`src/rtl/core/esat_pkg.sv`:
```
// Shared types, codes and constants of the edge suppression and threshold block.
package esat_pkg;

	// Fixed field widths
	localparam int MAG_BITS  = 15;
	localparam int MAG_MAX   = (1 << MAG_BITS) - 1;
	localparam int GRAD_BITS = 16;
	localparam int FW_BITS   = 10;
	localparam int HGT_BITS  = 13;

	// Geometry limits and register reset values
	localparam int SIZE_MIN     = 3;
	localparam int HEIGHT_MAX   = 4096;
	localparam int LOW_RESET    = 4500;
	localparam int HIGH_RESET   = 5000;
	localparam int WIDTH_RESET  = 396;
	localparam int HEIGHT_RESET = 400;

	// Depth of the queue between front and back
	localparam int QUEUE_DEPTH = 4;

	// Direction sectors
	typedef logic [1:0] sector_t;
	localparam sector_t SEC_0   = 2'd0;
	localparam sector_t SEC_45  = 2'd1;
	localparam sector_t SEC_90  = 2'd2;
	localparam sector_t SEC_135 = 2'd3;

	// Edge classes
	typedef logic [1:0] class_t;
	localparam class_t CLS_NONE   = 2'd0;
	localparam class_t CLS_WEAK   = 2'd1;
	localparam class_t CLS_STRONG = 2'd2;

	// Register indexes
	typedef logic [1:0] reg_idx_t;
	localparam reg_idx_t REG_LOW_LEVEL    = 2'd0;
	localparam reg_idx_t REG_HIGH_LEVEL   = 2'd1;
	localparam reg_idx_t REG_FRAME_WIDTH  = 2'd2;
	localparam reg_idx_t REG_FRAME_HEIGHT = 2'd3;

	// Position of the answered center pixel, worked out by the front
	typedef struct packed {
		logic has_result;
		logic top;
		logic bottom;
		logic left;
		logic right;
		logic last;
	} pos_flags_t;

	// One classified item as it travels from front to back
	typedef struct packed {
		logic [MAG_BITS-1:0] mag;
		sector_t             sec;
		pos_flags_t          flags;
	} item_t;

endpackage

```
`src/rtl/core/esat_front.sv`:
```
// Front: accepts gradient transactions, tracks raster position, forms magnitude and sector.
module esat_front
	import esat_pkg::*;
#(
	parameter int MAX_WIDTH = 512
) (
	input  logic                              clk,
	input  logic                              arst_n,
	input  logic                              restart,
	input  logic [$clog2(MAX_WIDTH+1)-1:0]    eff_width,
	input  logic [HGT_BITS-1:0]               eff_height,
	input  logic                              pix_valid,
	output logic                              pix_stall,
	input  logic signed [GRAD_BITS-1:0]       grad_horiz,
	input  logic signed [GRAD_BITS-1:0]       grad_vert,
	input  logic                              drain,
	input  logic                              q_full,
	output logic                              push,
	output logic [$clog2(MAX_WIDTH)-1:0]      push_col,
	output item_t                             push_item
);

	localparam int CW = $clog2(MAX_WIDTH);
	localparam int WW = $clog2(MAX_WIDTH + 1);

	logic [CW-1:0]       col_q;
	logic [HGT_BITS-1:0] row_q;
	logic [CW-1:0]       col_cur;
	logic [HGT_BITS-1:0] row_cur;
	logic [WW-1:0]       col_inc;
	logic [HGT_BITS-1:0] row_inc;
	logic [HGT_BITS-1:0] hgt_inc;
	logic                col_zero;
	logic                flush;
	logic                accept;
	logic                keep;
	pos_flags_t          flags_cur;
	logic [GRAD_BITS-1:0] ax_in;
	logic [GRAD_BITS-1:0] ay_in;
	logic                same_in;

	logic                v_s1;
	logic [GRAD_BITS-1:0] ax_s1;
	logic [GRAD_BITS-1:0] ay_s1;
	logic                same_s1;
	logic [CW-1:0]       col_s1;
	pos_flags_t          flags_s1;

	logic [GRAD_BITS:0]   sum_abs;
	logic [GRAD_BITS-1:0] diff_abs;

	logic                    v_s2;
	logic [2*GRAD_BITS+1:0]  sum_sq_s2;
	logic [2*GRAD_BITS-1:0]  diff_sq_s2;
	logic [2*GRAD_BITS-1:0]  ax_sq_s2;
	logic                    zero_s2;
	logic                    gt_s2;
	logic                    same_s2;
	logic [MAG_BITS-1:0]     mag_s2;
	logic [CW-1:0]           col_s2;
	pos_flags_t              flags_s2;

	logic [2*GRAD_BITS:0]    twice_ax_sq;
	sector_t                 sec;
	logic                    s1_ready;
	logic                    s2_ready;
	logic                    adv_s1;

	// Work out the position of this transaction and of the center it answers
	always_comb begin
		col_cur  = (WW'(col_q) >= eff_width) ? '0 : col_q;
		hgt_inc  = eff_height + 1'b1;
		row_cur  = (row_q > hgt_inc) ? '0 : row_q;
		col_zero = (col_cur == '0);
		col_inc  = WW'(col_cur) + 1'b1;
		row_inc  = row_cur + 1'b1;
		flush    = (row_cur >= eff_height);
		if (col_zero) begin
			flags_cur.has_result = (row_cur >= HGT_BITS'(2)) && (row_cur <= hgt_inc);
			flags_cur.top        = (row_cur == HGT_BITS'(2));
			flags_cur.bottom     = (row_cur == hgt_inc);
		end else begin
			flags_cur.has_result = (row_cur >= HGT_BITS'(1)) && (row_cur <= eff_height);
			flags_cur.top        = (row_cur == HGT_BITS'(1));
			flags_cur.bottom     = (row_cur == eff_height);
		end
		flags_cur.left  = (col_cur == CW'(1));
		flags_cur.right = col_zero;
		flags_cur.last  = col_zero && (row_cur == hgt_inc);
	end

	// Absolute gradients, discarded in flush slots
	always_comb begin
		ax_in   = grad_horiz[GRAD_BITS-1] ? $unsigned(-grad_horiz) : $unsigned(grad_horiz);
		ay_in   = grad_vert[GRAD_BITS-1] ? $unsigned(-grad_vert) : $unsigned(grad_vert);
		same_in = ((!grad_horiz[GRAD_BITS-1]) && (grad_horiz != '0)) ==
			((!grad_vert[GRAD_BITS-1]) && (grad_vert != '0));
		if (flush) begin
			ax_in = '0;
			ay_in = '0;
		end
	end

	// Handshake: a drain before the frame is complete is taken and dropped
	assign s2_ready  = !v_s2 || !q_full;
	assign s1_ready  = !v_s1 || s2_ready;
	assign adv_s1    = v_s1 && s2_ready;
	assign pix_stall = !s1_ready;
	assign accept    = pix_valid && !pix_stall;
	assign keep      = accept && (!drain || flush);

	// Advance the raster position
	always_ff @(posedge clk or negedge arst_n) begin
		if (!arst_n) begin
			col_q <= '0;
			row_q <= '0;
		end else if (restart) begin
			col_q <= '0;
			row_q <= '0;
		end else if (keep) begin
			if (flags_cur.has_result && flags_cur.last) begin
				col_q <= '0;
				row_q <= '0;
			end else if (col_inc >= eff_width) begin
				col_q <= '0;
				row_q <= row_inc;
			end else begin
				col_q <= col_inc[CW-1:0];
				row_q <= row_cur;
			end
		end
	end

	// Stage valid bits
	always_ff @(posedge clk or negedge arst_n) begin
		if (!arst_n) begin
			v_s1 <= 1'b0;
			v_s2 <= 1'b0;
		end else begin
			if (keep) begin
				v_s1 <= 1'b1;
			end else if (adv_s1) begin
				v_s1 <= 1'b0;
			end
			if (adv_s1) begin
				v_s2 <= 1'b1;
			end else if (push) begin
				v_s2 <= 1'b0;
			end
		end
	end

	// Stage 1: hold absolute gradients and position
	always_ff @(posedge clk) begin
		if (keep) begin
			ax_s1    <= ax_in;
			ay_s1    <= ay_in;
			same_s1  <= same_in;
			col_s1   <= col_cur;
			flags_s1 <= flags_cur;
		end
	end

	assign sum_abs  = {1'b0, ax_s1} + {1'b0, ay_s1};
	assign diff_abs = ay_s1 - ax_s1;

	// Stage 2: squares for the tangent tests, saturated magnitude
	always_ff @(posedge clk) begin
		if (adv_s1) begin
			sum_sq_s2  <= sum_abs * sum_abs;
			diff_sq_s2 <= diff_abs * diff_abs;
			ax_sq_s2   <= ax_s1 * ax_s1;
			zero_s2    <= (ax_s1 == '0) && (ay_s1 == '0);
			gt_s2      <= (ay_s1 > ax_s1);
			same_s2    <= same_s1;
			mag_s2     <= (sum_abs > (GRAD_BITS+1)'(MAG_MAX)) ? MAG_BITS'(MAG_MAX)
				: sum_abs[MAG_BITS-1:0];
			col_s2     <= col_s1;
			flags_s2   <= flags_s1;
		end
	end

	// Quantize direction: below 22.5, above 67.5, else by gradient signs
	always_comb begin
		twice_ax_sq = {ax_sq_s2, 1'b0};
		if (zero_s2) begin
			sec = SEC_0;
		end else if (sum_sq_s2 < (2*GRAD_BITS+2)'(twice_ax_sq)) begin
			sec = SEC_0;
		end else if (gt_s2 && ((2*GRAD_BITS+1)'(diff_sq_s2) > twice_ax_sq)) begin
			sec = SEC_90;
		end else if (same_s2) begin
			sec = SEC_45;
		end else begin
			sec = SEC_135;
		end
	end

	assign push            = v_s2 && !q_full;
	assign push_col        = col_s2;
	assign push_item.mag   = mag_s2;
	assign push_item.sec   = sec;
	assign push_item.flags = flags_s2;

	// Column position stays inside the row in use
	assert property (@(posedge clk) disable iff (!arst_n) WW'(col_q) < eff_width)
		else $error("column position outside the frame width");

endmodule

```
`config.mk`:
```
export PLATFORM = sky130hd
export DESIGN_NAME = esat_front
export DESIGN_NICKNAME = d
export VERILOG_FILES = /design/src/rtl/core/esat_pkg.sv /design/src/rtl/core/esat_front.sv
export SDC_FILE = /design/constraint.sdc
export NUM_CORES = 2
export LEC_CHECK = 0
export ABC_AREA = 1
export BUFFER_PORTS_ARGS = -buffer_cell sky130_fd_sc_hd__buf_2
export CORE_MARGIN = 3
export CORE_UTILIZATION = 50
export DETAILED_ROUTE_END_ITERATION = 10
export GPL_ROUTABILITY_DRIVEN = 0
export PLACE_DENSITY_LB_ADDON = 0.3
export SLEW_MARGIN = 20
export SYNTH_ARGS = -nofsm -noshare
export SYNTH_HDL_FRONTEND = slang
export SYNTH_SLANG_ARGS = --single-unit
export TNS_END_PERCENT = 30
```
`constraint.sdc`:
```
create_clock -name clk -period 20.8 [get_ports clk]
set_clock_uncertainty 0.05 [all_clocks]
set_input_delay 6.24 -clock clk [delete_from_list [all_inputs] [get_ports clk]]
set_output_delay 6.24 -clock clk [all_outputs]
set_load 0.005 [all_outputs]
```
**Yosys cells after proc, flatten, opt, wreduce, memory -nomap -nowiden**

Cells that the tools add are included.

- Memories kept: 0
- Output and inout bits: 34
- Bits in writable memories: 0
- Bits in read-only memories: 0
- Register bits after elaboration: 203
- Bits of input ports: 61
- Logic and storage cells: 113
- Bits in latches: 0

- Bitwise operators: 2
- Order comparisons: 12
- Reduce and logical (&&, ||, !) cells: 32
- Multiply operators: 3
- Eq/ne operators: 6
- Mux-type cells: 21
- Shift-type cells: 0
- Div/mod/pow operators: 0
- $add $sub $neg: 7

Operator list:

| operator | number |
|---|---|
| $mux W13 | 5 |
| $mul A16 B16 Y32 | 2 |
| $mux W9 | 5 |
| $lt A34 B33 Y1 | 1 |
| $mul A17 B17 Y34 | 1 |
| $gt A32 B33 Y1 | 1 |
| $logic_not A16 Y1 | 2 |
| $neg A16 Y16 | 2 |
| $reduce_bool A16 Y1 | 2 |
| $mux W15 | 2 |
| $add A13 B1 Y13 const B | 2 |
| $eq A13 B13 Y1 | 2 |
| $le A13 B13 Y1 | 2 |
| $add A16 B16 Y17 | 1 |
| $gt A17 B15 Y1 const B | 1 |
| $gt A16 B16 Y1 | 1 |
| $sub A16 B16 Y16 | 1 |
| $eq A13 B1 Y1 const B | 1 |
| $eq A13 B2 Y1 const B | 1 |
| $ge A13 B1 Y1 const B | 1 |
| $ge A13 B13 Y1 | 1 |
| $ge A13 B2 Y1 const B | 1 |
| $gt A13 B13 Y1 | 1 |
| $logic_and A1 B1 Y1 | 12 |
| 14 further kinds | 32 |

**Logic depth before layout (Yosys ltp)**

- Depth after elaboration: 10
- Depth in mapped cells: 45
- Gate-level depth less buffers: 43

**Least setup slack after synthesis**

No wires, ideal clock.

- Kind: input port to flip-flop
- Start: input q_full
- End: register ax_sq_s2[0], enable pin
- Required time: 20095 ps
- Path slack: 7876 ps
- Stages on the path: 1
- Data arrival time: 12220 ps
- Setup time: 655 ps
- Path buffers: 0
- Cells stage by stage: a21oi_1

- Longest elaborated chain between the ends: 3

Ends and longest elaborated chain:

| what | line | RTL |
|---|---|---|
| from (decl) | esat_front.sv:17 | `input logic q_full,` |
| $logic_not A1 Y1 | esat_front.sv:105 | `assign s2_ready = !v_s2 \|\| !q_full;` |
| $logic_or A1 B1 Y1 | esat_front.sv:105 |  |
| $logic_and A1 B1 Y1 | esat_front.sv:107 | `assign adv_s1 = v_s1 && s2_ready;` |
| to (signal assigned) | esat_front.sv:172 | `ax_sq_s2 <= ax_s1 * ax_s1;` |
| to (decl) | esat_front.sv:55 | `logic [2*GRAD_BITS-1:0] ax_sq_s2;` |

Every way passes these cells.
A chain may end at the register's enable or synchronous reset.

**Final worst setup path**

- Start: input q_full
- End: output pix_stall

- Longest elaborated chain between the ends: 4

Ends and longest elaborated chain:

| what | line | RTL |
|---|---|---|
| $logic_not A1 Y1 | esat_front.sv:105 |  |
| $logic_or A1 B1 Y1 | esat_front.sv:105 |  |
| $logic_or A1 B1 Y1 | esat_front.sv:106 | `assign s1_ready = !v_s1 \|\| s2_ready;` |
| $logic_not A1 Y1 | esat_front.sv:108 | `assign pix_stall = !s1_ready;` |
| to (decl) | esat_front.sv:13 | `output logic pix_stall,` |

Every way passes these cells.

==> flow_summary.toml <==
[run_status]
status = "finished, final reports clean"

[sta]
report.final.slew_viol_count = 0
rsz0062_at_grt = "false"
period_share_pct = 62.3
setup-violations-final = 0
finalHoldViolCount = 0
maxSlewHeadroom_pct = 29.9
fin_ws_ns = 7.84
tightest_slew_ns = 1.05
period_minus_slack_ns = 12.96
clock.fmax_mhz = 77.2
finalSetupTns_ns = 0

[cts]
postCtsHoldBufs = 0
cts_buffers = 17
cts_tree = "yes"
clk_path_buf_depth = 2
cts.reportedPaths.clkPinSlew_ns = 0.09
insertion_delay_ns = 0.51
postCtsSetupRepairBufs = 0
cts-root-buf = "clkbuf_16"
h-tree-depth = 4
clock_sinks = 199
cts-resized-gates = 0

[worst_setup_path]
worstPathCellList = "buf_2, nand2_1, nor2_1, buf_2"
required_ns = 14.51
critical_path.startpoint = "q_full"
crit_end = "pix_stall"
reg2reg_slack_ns = 11.43
critPathMostFrequentCell = "buf_2"
slowest_stage = "buf_2"
ff2ff_path_depth = 31
cp_slowest_stage_delay_ns = 0.13
cp_max_fo = 3
cp-end-kind = "output port"
crit_path_start_kind = "input port"
r2r_start = "ax_s1[4]"
critPathKind = "input port to output port"
reg2reg_to = "diff_sq_s2[30]"
critPathArrivalTime_ns = 6.67

[floorplan]
die_area_sq_um = 73100
core_sq_um = 68900
die_x_microns = 270
initial_core_util_pct = 50.7
rows = 96
die_y_microns = 270
ios = 95

[global_route]
grt_max_degree = 76
grt_pass1_wl_mm = 141
grt_usage_pct = 24.4
grt_overflow_total = 0
first_global_vias = 27100
antenna_found_initial = 6

[synthesis]
async_flop_share_pct = 12.1
ys_ff_latch = 199
yosysSeqAreaShare_pct = 16.8
synthFlopType = "edfxtp_1"
synth_edf_count = 175
avgSynthCellArea_sq_um = 8.65
yosysUniqueCellTypes = 61
synth_fp_nets = 5077
synthCells = 4042
syn-cell-area_sq_um = 35000
yosysWarningCount = 0

[finish]
fill_cells = 6488
syn_to_final_growth_pct = 5.95
fin_nets = 5133
drive_gt1_share_pct = 6.06
final_cell_mix = "994 x inv_1, 635 x nand2_1, 522 x fa_1"
final_common_cell = "inv_1"

[detailed_routing]
vias = 26000
drt_iter0_drc = 1721
drt_wl_total_mm = 84.7
dr.pass1.iters = 6
final_antenna_net_count = 0
wire_per_inst_microns = 16.8
vias_per_cell = 5.16
drcViolationCount = 0

[place]
dp_hpwl_mm = 69.8
pre_cts_ws_ns = 7.84
portBuffers = 94

[flow_run]
cap_violations = 0

[min_path]
hp-class = "register to register"
[synthesized netlist by cell type (36+ instances only)]
cell type	count	area, sq um
o21ai_0	72	360
clkbuf_1	49	184
xnor2_1	55	482
nand3_1	72	360
nand2_1	635	2380
nor2_1	369	1390
ha_1	452	5660
nand4_1	36	225
fa_1	522	10500
inv_1	995	3730
a21oi_1	197	986
edfxtp_1	175	5260
xor2_1	97	850
[metrics by stage]
| step | std cells | hold WS (ns) | instance area [sq um] | util [%] |
|---|---|---|---|---|
| 6_report | 5045 | 0.379 | 37000 | 53.7 |
| 5_1_grt | 5045 | 0.385 | 37000 | 53.7 |
| 4_1_cts | 5042 | 0.381 | 37000 | 53.7 |
| 3_5_place_dp | 5010 | 0.356 | 36400 | 52.8 |
| 3_3_place_gp | 5010 | 0.356 | 36400 | 52.8 |
| 2_1_floorplan | 4042 | 0.350 | 35000 | - |
[layout make-up]
type | count | area [sq um] | area share (%)
antenna | 3 | 7.51 | 0.0203
sequential | 199 | 5860 | 15.8
timing repair buffer | 119 | 658 | 1.78
clock buffer | 17 | 425 | 1.15
multi-input combinational | 2740 | 24900 | 67.1
tap | 931 | 1160 | 3.15
inverter | 1021 | 3830 | 10.4
clock inverter | 15 | 220 | 0.595
[logic make-up after synthesis]
logic type,after synthesis,synth area share [%]
AO/OA/AOI/OAI,371,6.09
buffers and inverters,1103,12.1
adder cells (fa/ha/maj),974,46.1
flip-flops,199,16.8
AND/OR/NAND/NOR,1237,14.9
XOR/XNOR,158,4.09
[worst min path at each step]
stage | from | to | cells after the start
after global placement | col_s1[2] | push_col[2] | 0
final | col_s1[0] | push_col[0] | 0
after CTS | col_s1[2] | push_col[2] | 0
after global routing | col_s1[0] | push_col[0] | 0
after detailed placement | col_s1[2] | push_col[2] | 0
after floorplan | col_s1[0] | push_col[0] | 0
[per-layer routing]
metal | GRT usage [%] | vias up | part of all wire (%)
li1 | - | 12500 | -
met5 | 0 | - | 0.025
met2 | 39.8 | 715 | 46
met3 | 3.67 | 144 | 6.2
met4 | 7.61 | 4 | 3.1
met1 | 33.5 | 12600 | 44
[flip-flops by register name, indices dropped and copies added (netlist names)]
name and count:
sum_sq_s2 32, ax_sq_s2 31, diff_sq_s2 31, ax_s1 16, ay_s1 16, mag_s2 15, row_q 13, col_q 9
col_s1 9, push_col 9, flags_s1 6, push_item 6, gt_s2 1, same_s1 1, same_s2 1, v_s1 1
v_s2 1, zero_s2 1
[worst max-delay path: cells and delay by family]
kind                   cells  cell delay [ns]
and+or+nand+nor            2             0.18
buffers and inverters      2             0.25
Power is not shown: default switching activity piles up to over one toggle a cycle in this logic, so the estimate is an artifact.
