$ cat config.mk
export PLATFORM = sky130hd
export DESIGN_NAME = esat_queue
export DESIGN_NICKNAME = d
export VERILOG_FILES = /design/src/rtl/core/esat_queue.sv
export SDC_FILE = /design/constraint.sdc
export NUM_CORES = 1
export LEC_CHECK = 0
export ABC_AREA = 1
export BUFFER_PORTS_ARGS = -buffer_cell sky130_fd_sc_hd__clkbuf_2
export CORE_MARGIN = 2
export CORE_UTILIZATION = 35
export DETAILED_ROUTE_END_ITERATION = 8
export SKIP_CTS_REPAIR_TIMING = 1
export SLEW_MARGIN = 20
export SYNTH_ARGS = -nofsm -noshare
export SYNTH_HDL_FRONTEND = slang
export SYNTH_SLANG_ARGS = --single-unit
export TNS_END_PERCENT = 20
$ cat constraint.sdc
create_clock -name clk -period 5 [get_ports clk]
set_input_delay 1 -clock clk [delete_from_list [all_inputs] [get_ports clk]]
set_output_delay 1 -clock clk [all_outputs]
set_load 0.05 [all_outputs]
$ cat src/rtl/core/esat_queue.sv
// Small flop queue that decouples the front from the back.
module esat_queue #(
	parameter int WIDTH = 32,
	parameter int DEPTH = 4
) (
	input  logic             clk,
	input  logic             arst_n,
	input  logic             push,
	input  logic [WIDTH-1:0] push_data,
	output logic             full,
	input  logic             pop,
	output logic [WIDTH-1:0] pop_data,
	output logic             empty
);

	localparam int PW = $clog2(DEPTH);
	localparam int NW = $clog2(DEPTH + 1);

	logic [WIDTH-1:0] slot_q [DEPTH];
	logic [PW-1:0]    wr_ptr_q;
	logic [PW-1:0]    rd_ptr_q;
	logic [NW-1:0]    count_q;

	assign full     = (count_q == NW'(DEPTH));
	assign empty    = (count_q == '0);
	assign pop_data = slot_q[rd_ptr_q];

	// Store pushed entries
	always_ff @(posedge clk) begin
		if (push) begin
			slot_q[wr_ptr_q] <= push_data;
		end
	end

	// Advance pointers and fill count
	always_ff @(posedge clk or negedge arst_n) begin
		if (!arst_n) begin
			wr_ptr_q <= '0;
			rd_ptr_q <= '0;
			count_q  <= '0;
		end else begin
			if (push) begin
				wr_ptr_q <= (wr_ptr_q == PW'(DEPTH-1)) ? '0 : wr_ptr_q + 1'b1;
			end
			if (pop) begin
				rd_ptr_q <= (rd_ptr_q == PW'(DEPTH-1)) ? '0 : rd_ptr_q + 1'b1;
			end
			case ({push, pop})
				2'b10:   count_q <= count_q + 1'b1;
				2'b01:   count_q <= count_q - 1'b1;
				default: count_q <= count_q;
			endcase
		end
	end

	// Front never pushes into a full queue, back never pops an empty one
	assert property (@(posedge clk) disable iff (!arst_n) !(push && full))
		else $error("push into full queue");
	assert property (@(posedge clk) disable iff (!arst_n) !(pop && empty))
		else $error("pop from empty queue");

endmodule

* After elaboration in Yosys (flattened, before gate mapping)
Memories as Yosys holds them, arrays and structs flattened.
Index checks and enable logic that the tools add are counted.
** Word-level totals
- Bits of input ports :: 36
- Memories :: 1
- Word-level logic and storage cells :: 20
- Output and inout bits :: 34
- Register bits :: 7
- Bits in writable memories :: 128
** Cells by class
- Muxes and demuxes :: 5
- $add $sub $neg :: 4
- Reductions and logical operators :: 2
- Eq/ne operators :: 5
** Memories
- slot_q :: words 4, width 32, rd ports 1, clocked after Yosys merged registers in 0, write ports 1, RTL line 19 : logic [WIDTH-1:0] slot_q [DEPTH];
** Operator list (count)
- $eq A2 B2 Y1 const B :: 3
- $pmux W3 S2 :: 1
- $add A2 B1 Y2 const B :: 2
- $mux W2 :: 2
- $add A3 B1 Y3 const B :: 1
- $eq A3 B3 Y1 const B :: 1
- $logic_not A3 Y1 :: 1
- $sub A3 B1 Y3 const B :: 1
- $eq A2 B1 Y1 const B :: 1
- $mux W1 :: 2
- $reduce_bool A2 Y1 :: 1

* Longest topological paths before layout
Gate-level depths: netlist of the first run.
- Depth after elaboration :: 2
- Mapped depth :: 10
- Gate-level depth less buffers :: 9

* Worst setup path before layout of the first run
OpenSTA, ideal clock, no wires.
- Path type :: reg2out
- Start point :: register count_q[0]
- End point :: output empty
- Stages on the path, launching flop included :: 2
- Path slack :: 2513 ps
- Buffers on the path :: 0
- Data required time :: 4000 ps
- Arrival time :: 1487 ps
- Path through :: dfrtp_1 > nor3_1
** Between the ends
- Word-level cells in the longest chain between the ends :: 1
** Ends and longest elaborated chain
- start, declared :: RTL line 22 : logic [NW-1:0] count_q;
- start signal, assigned :: RTL line 49 : 2'b10: count_q <= count_q + 1'b1;
- start signal, assigned :: RTL line 50 : 2'b01: count_q <= count_q - 1'b1;
- start signal, assigned :: RTL line 51 : default: count_q <= count_q;
- $logic_not A3 Y1 :: RTL line 25 : assign empty = (count_q == '0);
- end, declared :: RTL line 13 : output logic empty
Every way passes these cells.

* Final worst setup path of the first run
- Start point :: register rd_ptr_q[1]
- End point :: output pop_data[10]
** Between the ends
- Word-level cells in the longest chain between the ends :: 1
** Ends and longest elaborated chain
- start, declared :: RTL line 21 : logic [PW-1:0] rd_ptr_q;
- start signal, assigned :: RTL line 46 : rd_ptr_q <= (rd_ptr_q == PW'(DEPTH-1)) ? '0 : rd_ptr_q + 1'b1;
- $mem_v2 Z4 W32
- end, declared :: RTL line 12 : output logic [WIDTH-1:0] pop_data,
Every way passes these cells.

==> summary.txt, run 1 <==
Run status
  – Status: complete, no violations

Drt
  – Antenna Nets Post-Route: 0
  – Vias post-DR: 3269
  – Routed wire length: 10.6 mm
  – DR DRC count: 0
  – Detailed-route vias per instance: 4.51
  – Wirelength per Cell: 14.6 um
  – Initial DRT Pass Iterations: 6
  – Initial DRC count: about 250

Global routing
  – Largest net degree at the start of global routing: 130
  – Grt total ovfl: 0
  – Vias in the first global route: 3199
  – Initial antenna violation count: 1
  – Wire length of the first global-routing pass: between 15 and 20 mm
  – GR Util All Layers: 13.2%

Synth
  – Yosys reg bits: between 100 and 150
  – Cell Area, Synth: ~5600 um^2
  – Cells after synthesis: 428
  – Yosys cell types: 19
  – Synth Area per Inst: ~13 um^2
  – Mapped Nets: approximately 470
  – Sequential share of the synthesized area: between 70% and 80%
  – Yosys Warn Count: 0

STA
  – Fin. max-slew vios: 0
  – Total negative slack: 0 ps
  – Unrepaired setup endpoints after global routing: no
  – Worst Skew: 4.30 ps
  – Fmax: 281 MHz
  – Final min period: between 3000 and 4000 ps
  – Final Cycle Share: 71.2%
  – Final setup vio count: 0
  – Rel. slew slack: 43.2%
  – Slew @ Worst Pin: 851 ps
  – Final Hold Violating Endpoints: 0

Power
  – Int Pwr: 2.62 mW
  – Leakage: 2.72 nW
  – Register share of total power: approximately 36%
  – Sw Pwr: 1.77 mW
  – Sw frac: 40.3%
  – PD cells: between 600 and 700 nW/um^2
  – Overall power: 4.39 mW
  – Clock power frac: 28.5%
  – Comb power frac: about 36%
  – Worst vdd ir: approximately 0.36 mV

Floorplanning
  – Die height: 130 um
  – Die X-Extent: 130 um
  – Starting density of the core: 35.4%
  – Num ports: 70
  – Core Rows: 46
  – Die area: roughly 17000 um^2
  – Core box area: 15700 um^2

Clocking
  – TritonCTS clock tree: done
  – H-tree depth: 4
  – Clock Tree Root: clkbuf_16
  – CTS sink cnt: 135
  – Worst-skew pair later-pin latency: 410 ps
  – Clk slew on worst S/H paths: 50 ps
  – CTS Buffer Depth: 2
  – CTS Buf Count: 17

Setup path
  – FF-to-FF setup slack: approximately 3200 ps
  – CP arrival: between 2000 and 3000 ps
  – CP Capture Type: primary output
  – Crit-path cells: inv_1, buf_4, o211ai_1, nand2_1, clkbuf_2
  – CP max stage delay: 860 ps
  – Critical Path RT: 4000 ps
  – CP max-delay cell: dfrtp_2
  – Crit path max fanout: 34
  – Setup CP Type: flop to primary output
  – Worst Setup Start Kind: flop
  – CP bufs+invs: 3
  – Top delay family on crit path: buffers and inverters

Place
  – HPWL after detailed placement: 6.21 mm
  – # port buffers: 69
  – Placer Congestion: 0.671

Layout
  – # fillers: roughly 1500
  – Fin nets: 538
  – P&R area growth vs syn: 18.3%
  – Layout cell share with drive strength beyond 1: 20.1%

Job
  – Max-cap violations: 0

Hold path
  – Hold crit path type: input port to asynchronous set/reset pin
-- final timing paths --
| path | from | to | cells after the start |
|---|---|---|---|
| hold reg to reg | count_q[2] | count_q[2] | 2 |
| setup / recovery | rd_ptr_q[1] | pop_data[10] | 5 |
| max in group asynchronous | arst_n | rd_ptr_q[1] | 1 |
| min in group clk | count_q[2] | count_q[2] | 2 |
| hold / removal | arst_n | wr_ptr_q[1] | 1 |
| setup reg to reg | wr_ptr_q[0] | slot_q[2][13] | 4 |
-- synth_stat cells, drive strengths merged --
master | number | share of area [%]
inv | 79 | 5.3
dfrtp | 7 | 3.1
clkbuf | 2 | 0.16
nand4 | 1 | 0.11
nand3 | 1 | 0.090
nand2 | 109 | 7.3
xnor2 | 1 | 0.16
edfxtp | 128 | 69
fa | 1 | 0.36
o211ai | 64 | 8.6
nor3 | 2 | 0.18
buf | 20 | 3.5
nor2 | 2 | 0.13
ha | 6 | 1.3
o21ai | 5 | 0.45
-- routing by layer --
layer	share of wire [%]	vias up	GRT usage (%)	wire length [um]
met5	0	-	0	0
met4	1.0	0	4.93	110
met3	5.4	11	4.76	569
met2	52	55	23.2	5540
met1	41	1586	14.8	4400
li1	-	1617	-	-
-- sequential cells by signal (all words and copies together), names as in the netlist --
| name | flops |
|---|---|
| count_q | 3 |
| rd_ptr_q | 2 |
| wr_ptr_q | 2 |
| slot_q | 128 |
-- logic make-up (layout without fill, tap and decap cells) --
kind of cell	Yosys count	count (layout)	synth area share [%]
compound gates	69	69	9.08
xor+xnor	1	1	0.157
fa+ha+maj	7	7	1.71
buf+inv	101	181	9.01
flops	135	135	72.2
other cells	0	1	0
simple gates	115	115	7.87
-- layout by cell type, fill, tap and decap left out, types with 2 or more instances in the layout --
cell type    n
inv_2        4
nand2_1    109
o211ai_1    64
nor2_1       2
bufinv_16    4
clkbuf_16   17
clkbuf_1     2
ha_1         6
clkinv_1     4
inv_1       74
nor3_1       2
o21ai_0      5
clkinv_2     5
clkbuf_2    69
dfrtp_1      6
edfxtp_1   128
-- power groups by stage --
stage	Clock, mW	Combinational [mW]	Sequential, mW
floorplan	0	1.35	1.52
global placement	0	1.57	1.58
detailed placement	0	1.60	1.59
CTS	1.27	1.61	1.57
global route	1.33	1.72	1.59
finish	1.25	1.57	1.57
-- worst reg2reg max path, cell delays in order (launching register included) --
cell     delay [ps]
dfrtp_1         410
inv_1           120
ha_1            170
nand2_1          80
inv_2           610
-- final cells by class --
class | count | area [um^2] | share of cell area, %
Multi-Input combinational cell | 192 | 1050 | 15.9
Inverter | 79 | 302 | 4.58
Tap cell | 216 | 270 | 4.10
Clock inverter | 13 | 160 | 2.43
Clock buffer | 19 | 433 | 6.57
Sequential cell | 135 | 4020 | 61.0
Timing Repair Buffer | 70 | 353 | 5.36
Antenna cell | 1 | 2.50 | 0.0380
-- metrics by stage --
stage          cells  area (um^2)  setup WS, ps  hold slack (ps)  utilization [%]
2_1_floorplan    428         5570          2510              463                -
3_3_place_gp     692         5990          1850              485             38.1
3_5_place_dp     692         5990          1780              519             38.1
4_1_cts          724         6580          1360              408             41.9
5_1_grt          724         6590          1250              412             41.9
6_report         725         6590          1440              425             41.9
No activity file was read; power rests on OpenSTA's default activity.
==> run 2: changes to the inputs <==
clock period = 3.2 ns   (was 5 ns; I/O delays follow)
==> summary.txt, run 2 (same netlist as run 1, synthesis figures left out) <==
STA
  – Rel. slew slack: 42.5% (-0.68 points)
  – Total negative slack: 0 ps (unchanged)
  – Fmax: roughly 370 MHz
  – Final min period: 2710 ps
  – Final Cycle Share: 84.6%
  – Worst Hold Slack: 58.1 ps (-367 ps)
  – Unrepaired setup endpoints after global routing: no
  – Final Hold Violating Endpoints: 0 (unchanged)
  – Worst Skew: 12.8 ps (+8.55 ps)
  – Fin. max-slew vios: 0 (unchanged)
  – Final setup vio count: 0 (unchanged)
  – Slew @ Worst Pin: 861 ps (+10.3 ps)

Global routing
  – Initial antenna violation count: 0 (-1)
  – Grt total ovfl: 0 (unchanged)
  – Vias in the first global route: 3230 (+0.97%)
  – GR Util All Layers: 13.3% (+0.13 points)
  – Largest net degree at the start of global routing: 57 (-56%)
  – Wire length of the first global-routing pass: 16.3 mm (+0.12%)

Clocking
  – Clock Tree Root: clkbuf_16
  – Worst-skew pair later-pin latency: 410 ps (about the same)
  – CTS sink cnt: 135 (unchanged)
  – CTS Buf Count: 17 (unchanged)
  – Clk slew on worst S/H paths: 60 ps (about the same)
  – CTS Buffer Depth: 2 (unchanged)
  – H-tree depth: 4 (unchanged)
  – TritonCTS clock tree: done

Floorplanning
  – Core box area: 15700 um^2 (unchanged)
  – Die X-Extent: 130 um (unchanged)
  – Starting density of the core: 35.4% (unchanged)
  – Num ports: 70 (unchanged)
  – Die height: 130 um (unchanged)
  – Core Rows: 46 (unchanged)
  – Die area: 16900 um^2 (unchanged)

Drt
  – Routed wire length: 10.6 mm (-0.38%)
  – Detailed-route vias per instance: 4.46 (-1.1%)
  – Initial DRT Pass Iterations: 5 (-1)
  – Initial DRC count: 174 (-30%)
  – Antenna Nets Post-Route: 0 (unchanged)
  – Vias post-DR: 3245 (-0.73%)
  – DR DRC count: 0 (unchanged)
  – Wirelength per Cell: 14.5 um (-0.79%)

Layout
  – Seq. cell area: 4020 um^2 (unchanged)
  – Cell area after layout: 6630 um^2 (+0.65%)
  – Layout cell share with drive strength beyond 1: 21.3% (+1.2 points)
  – Commonest non-fill, non-tap cell in the layout: edfxtp_1
  – Largest registers: slot_q: 128 flops, count_q: 3 flops
  – Multi-input logic area: 1050 um^2 (unchanged)
  – Max reg flops: 128 (unchanged)
  – P&R area growth vs syn: 19.1%
  – # fillers: 1437 (-2.9%)
  – Diodes inserted: 0 (-1)
  – Final core utilization: 42.2% (+0.27 points)
  – Fin nets: 542 (+0.74%)
  – Commonest non-fill, non-tap cells in the layout: edfxtp_1, nand2_1, inv_1
  – Most flops, register: slot_q

Setup path
  – CP arrival: 2070 ps (-490 ps)
  – Setup CP Type: flop to primary output
  – Crit path max fanout: 51 (+50%)
  – Critical Path RT: 2560 ps (-1440 ps)
  – Worst Setup Start Kind: flop
  – CP Capture Type: primary output

Hold path
  – Hold crit path type: input port to asynchronous set/reset pin

Power
  – Leakage: 2.73 nW (+0.55%)
  – Worst vdd ir: 0.431 mV (+19%)
  – PD cells: 1030 nW/um^2 (+55%)

Place
  – # port buffers: 69 (unchanged)
  – Placer Congestion: 0.689 (+2.7%)
  – DP Area: 6030 um^2 (+0.71%)
  – HPWL after detailed placement: 6.27 mm (+0.97%)

Run status
  – Status: complete, no violations

Job
  – Max-cap violations: 0 (unchanged)
run 2: per-layer routing:
layer | wire length (um) | global-route usage, % | part of all wire (%)
met1 | 4500 | 15.0 | 43
met2 | 5270 | 22.7 | 50
met3 | 655 | 4.88 | 6.2
met4 | 153 | 6.14 | 1.4
met5 | 0 | 0 | 0
run 2: layout make-up:
class | instances | share of cell area (%)
clock buffers | 25 | 7.62
clock inverters | 7 | 1.40
inverters | 79 | 4.51
multi-input cells | 192 | 15.8
flip-flops and latches | 135 | 60.6
well taps | 216 | 4.08
repair buffers | 74 | 5.96
run 2: worst max-delay path: stages (launching register included):
cell and delay [ps]:
dfrtp_1 420, inv_4 370, buf_4 340, o211ai_1 120, nand2_1 110, clkbuf_2 280
run 2: metrics by stage:
step,power (mW),instances,setup slack [ps]
2_1_floorplan,4.49,428,1070
3_3_place_gp,4.97,696,946
3_5_place_dp,5.03,696,896
4_1_cts,6.96,728,443
5_1_grt,7.23,728,323
6_report,6.86,728,494
run 2: worst paths after layout:
kind / start / endpoint / slack (ps) / depth (start not counted)
min in group clk: push_data[10] / slot_q[1][10] / 440 / 1
worst max-delay path: rd_ptr_q[0] / pop_data[25] / 490 / 5
worst min register to register: count_q[2] / count_q[2] / 510 / 2
worst min-delay path: arst_n / count_q[1] / 60 / 1
max in group asynchronous: arst_n / rd_ptr_q[1] / 2950 / 1
worst max register to register: wr_ptr_q[0] / slot_q[2][15] / 1420 / 4
run 2: power by group:
group | internal [mW] | leakage (nW) | switching, mW
sequential | 2.28 | 1.26 | 0.0909
clock | 1.25 | 0.286 | 0.680
combinational | 0.565 | 1.19 | 2.00
==> run 3: changes to the inputs <==
ABC_AREA = 0   (was 1)
clock period = 2.2 ns   (was 3.2 ns; I/O delays follow)
==> summary.txt, run 3 <==
Synth
  – Top post-synthesis cells by count: edfxtp_1, mux4_2, dfrtp_1
  – Yosys Warn Count: 0 (unchanged)
  – Mapped Nets: 249 (-47%)
  – Sequential share of the synthesized area: 79.0% (+6.9 points)
  – Post-synth top area cell: edfxtp_1
  – Dominant cells by area after synthesis: edfxtp_1, mux4_2, dfrtp_1
  – Yosys reg bits: 135 (unchanged)
  – Synth Area per Inst: 24.7 um^2 (+90%)
  – Top FF cell, synth: edfxtp_1
  – Top-count cell post-synth: edfxtp_1
  – Cells after synthesis: 206 (-52%)
  – FFs w/ async S/R, synth: 5.19% (unchanged)
  – Synth top area share: 75.6% (+6.6 points)
  – Yosys cell types: 22 (+3)
  – Cell Area, Synth: 5080 um^2 (-8.7%)
  – Post-synth EDFFs: 128 (unchanged)

Hold path
  – Worst Hold Launch: push_data[24]
  – Hold crit path type: input port to flop
  – Hold depth: 1
  – Endpoint, Worst Hold: slot_q[3][24]

Layout
  – Fin nets: 341 (-37%)
  – P&R area growth vs syn: 23.2%
  – Commonest non-fill, non-tap cells in the layout: edfxtp_1, clkbuf_2, buf_2
  – Commonest non-fill, non-tap cell in the layout: edfxtp_1
  – Max reg flops: 128 (unchanged)
  – Multi-input logic area: 958 um^2 (-8.5%)
  – Final core utilization: 43.6% (+1.4 points)
  – Layout cell share with drive strength beyond 1: 46.0% (+25 points)
  – Most flops, register: slot_q
  – Largest registers: slot_q: 128 flops, count_q: 3 flops
  – Seq. cell area: 4020 um^2 (about the same)
  – Diodes inserted: 0 (unchanged)
  – # fillers: 1237 (-14%)

Setup path
  – Critical Path RT: 1760 ps (-800 ps)
  – Reg2reg end: slot_q[2][11]
  – CP arrival: 1820 ps (-250 ps)
  – CP max-delay cell: mux4_2
  – CP bufs+invs: 2 (-1)
  – Worst Setup Start Kind: flop
  – Top delay family on crit path: multiplexers
  – Setup CP Type: flop to primary output
  – Crit-path cells: buf_12, mux4_2, buf_2
  – R2r worst-path depth: 4 (unchanged)
  – FF-to-FF setup slack: 680 ps (-740 ps)
  – CP max stage delay: 520 ps (+100 ps)
  – Crit path max fanout: 16 (-69%)
  – CP Capture Type: primary output
  – Worst reg2reg path startpoint: wr_ptr_q[0]

Drt
  – Detailed-route vias per instance: 4.66 (+4.6%)
  – Wirelength per Cell: 17.9 um (+24%)
  – DR DRC count: 0 (unchanged)
  – Vias post-DR: 2309 (-29%)
  – Initial DRC count: 182 (+4.6%)
  – Routed wire length: 8.88 mm (-16%)
  – Initial DRT Pass Iterations: 4 (-1)
  – Antenna Nets Post-Route: 0 (unchanged)

Floorplanning
  – Die area: 15500 um^2 (-8.4%)
  – Core box area: 14400 um^2 (-8.6%)
  – Die X-Extent: 125 um (-4.3%)
  – Core Rows: 44 (-4.3%)
  – Starting density of the core: 35.4% (-0.047 points)
  – Die height: 125 um (-4.3%)
  – Num ports: 70 (unchanged)

Clocking
  – CTS Buffer Depth: 2 (unchanged)
  – Clk slew on worst S/H paths: 50 ps (about the same)
  – CTS sink cnt: 135 (unchanged)
  – H-tree depth: 4 (unchanged)
  – CTS Buf Count: 17 (unchanged)
  – TritonCTS clock tree: done
  – Clock Tree Root: clkbuf_16
  – Worst-skew pair later-pin latency: 410 ps (about the same)

STA
  – Fin. max-slew vios: 0 (unchanged)
  – Rel. slew slack: 80.4% (+38 points)
  – Final Cycle Share: 103%
  – Total negative slack: -994 ps (-994 ps)
  – Final worst setup slack: -62.0 ps (-556 ps)
  – Worst Skew: 7.86 ps (-4.98 ps)
  – Slew @ Worst Pin: 295 ps (-566 ps)
  – Fmax: 442 MHz
  – Final min period: roughly 2300 ps
  – Final Hold Violating Endpoints: 0 (unchanged)
  – Worst Hold Slack: 249 ps (+191 ps)
  – Final setup vio count: 30 (+30)
  – Unrepaired setup endpoints after global routing: yes

Run status
  – Status: complete, but fails checks
  – Failing checks: setup timing

Global routing
  – Largest net degree at the start of global routing: 28 (-51%)
  – GR Util All Layers: 12.5% (-0.80 points)
  – Vias in the first global route: 2551 (-21%)
  – Initial antenna violation count: 0 (unchanged)
  – Wire length of the first global-routing pass: 14.2 mm (-13%)
  – Grt total ovfl: 0 (unchanged)

Power
  – PD cells: 1500 nW/um^2 (+45%)
  – Leakage: 2.24 nW (-18%)
  – Worst vdd ir: 0.672 mV (+56%)

Place
  – HPWL after detailed placement: 5.40 mm (-14%)
  – # port buffers: 69 (unchanged)
  – Placer Congestion: 0.645 (-6.3%)

Job
  – Max-cap violations: 0 (unchanged)
## run 3: cell types whose count changed after synthesis, sizes merged, moves of 2 or more
cell / delta
o211ai: -64
buf: -13
mux4: +32
and2: +4
o21ai: -3
nand2: -108
xor2: +2
mux2: +2
inv: -73
## run 3: worst max-delay path by stage
stage / from / endpoint / depth (start not counted)
floorplan: count_q[0] / empty / 1
global placement: rd_ptr_q[0] / pop_data[17] / 3
detailed placement: rd_ptr_q[0] / pop_data[11] / 3
CTS: rd_ptr_q[0] / pop_data[11] / 3
global route: rd_ptr_q[0] / pop_data[11] / 3
finish: rd_ptr_q[0] / pop_data[11] / 3
## run 3: worst register-to-register path, cell delays in order (launching register included)
cell,delay [ps]
dfrtp_1,410
inv_1,120
ha_1,150
and2_2,270
buf_12,250
## run 3: per-stage QoR
step / instance area [um^2] / setup slack [ps] / cells / total power, mW
floorplan: 5080 / 287 / 206 / 6.26
global placement: 5710 / 281 / 460 / 6.98
detailed placement: 5710 / 273 / 460 / 7.02
CTS: 6230 / -174 / 492 / 9.53
global route: 6260 / -145 / 495 / 9.86
finish: 6260 / -62.0 / 495 / 9.42
## run 3: cell families after synthesis
group	after synthesis	synth area share, %
AO/OA/AOI/OAI	2	0.197
XOR/XNOR	3	0.517
adder cells (fa/ha/maj)	7	1.87
buffers and inverters	14	2.21
flip-flops	135	79.0
multiplexers	35	15.1
AND/OR/NAND/NOR	10	1.06
## run 3: layout make-up
type,instances,share of cell area [%]
repair buffers,81,8.09
flip-flops and latches,135,64.2
well taps,184,3.68
clock inverters,12,1.38
multi-input cells,57,15.3
inverters,6,0.360
clock buffers,20,6.97
## run 3: routing by layer
layer	GRT usage, %	wire length [um]	share of wire, %
met5	0	0	0
met1	14.6	3770	42
met3	5.58	385	4.3
met4	4.56	89	1.0
met2	20.6	4640	52
## run 3: where the power goes
part	internal [mW]	switching [mW]	total [mW]	leakage (nW)
clock	1.53	0.955	2.48	0.266
sequential	3.31	0.137	3.45	1.26
combinational	1.15	2.34	3.49	0.716
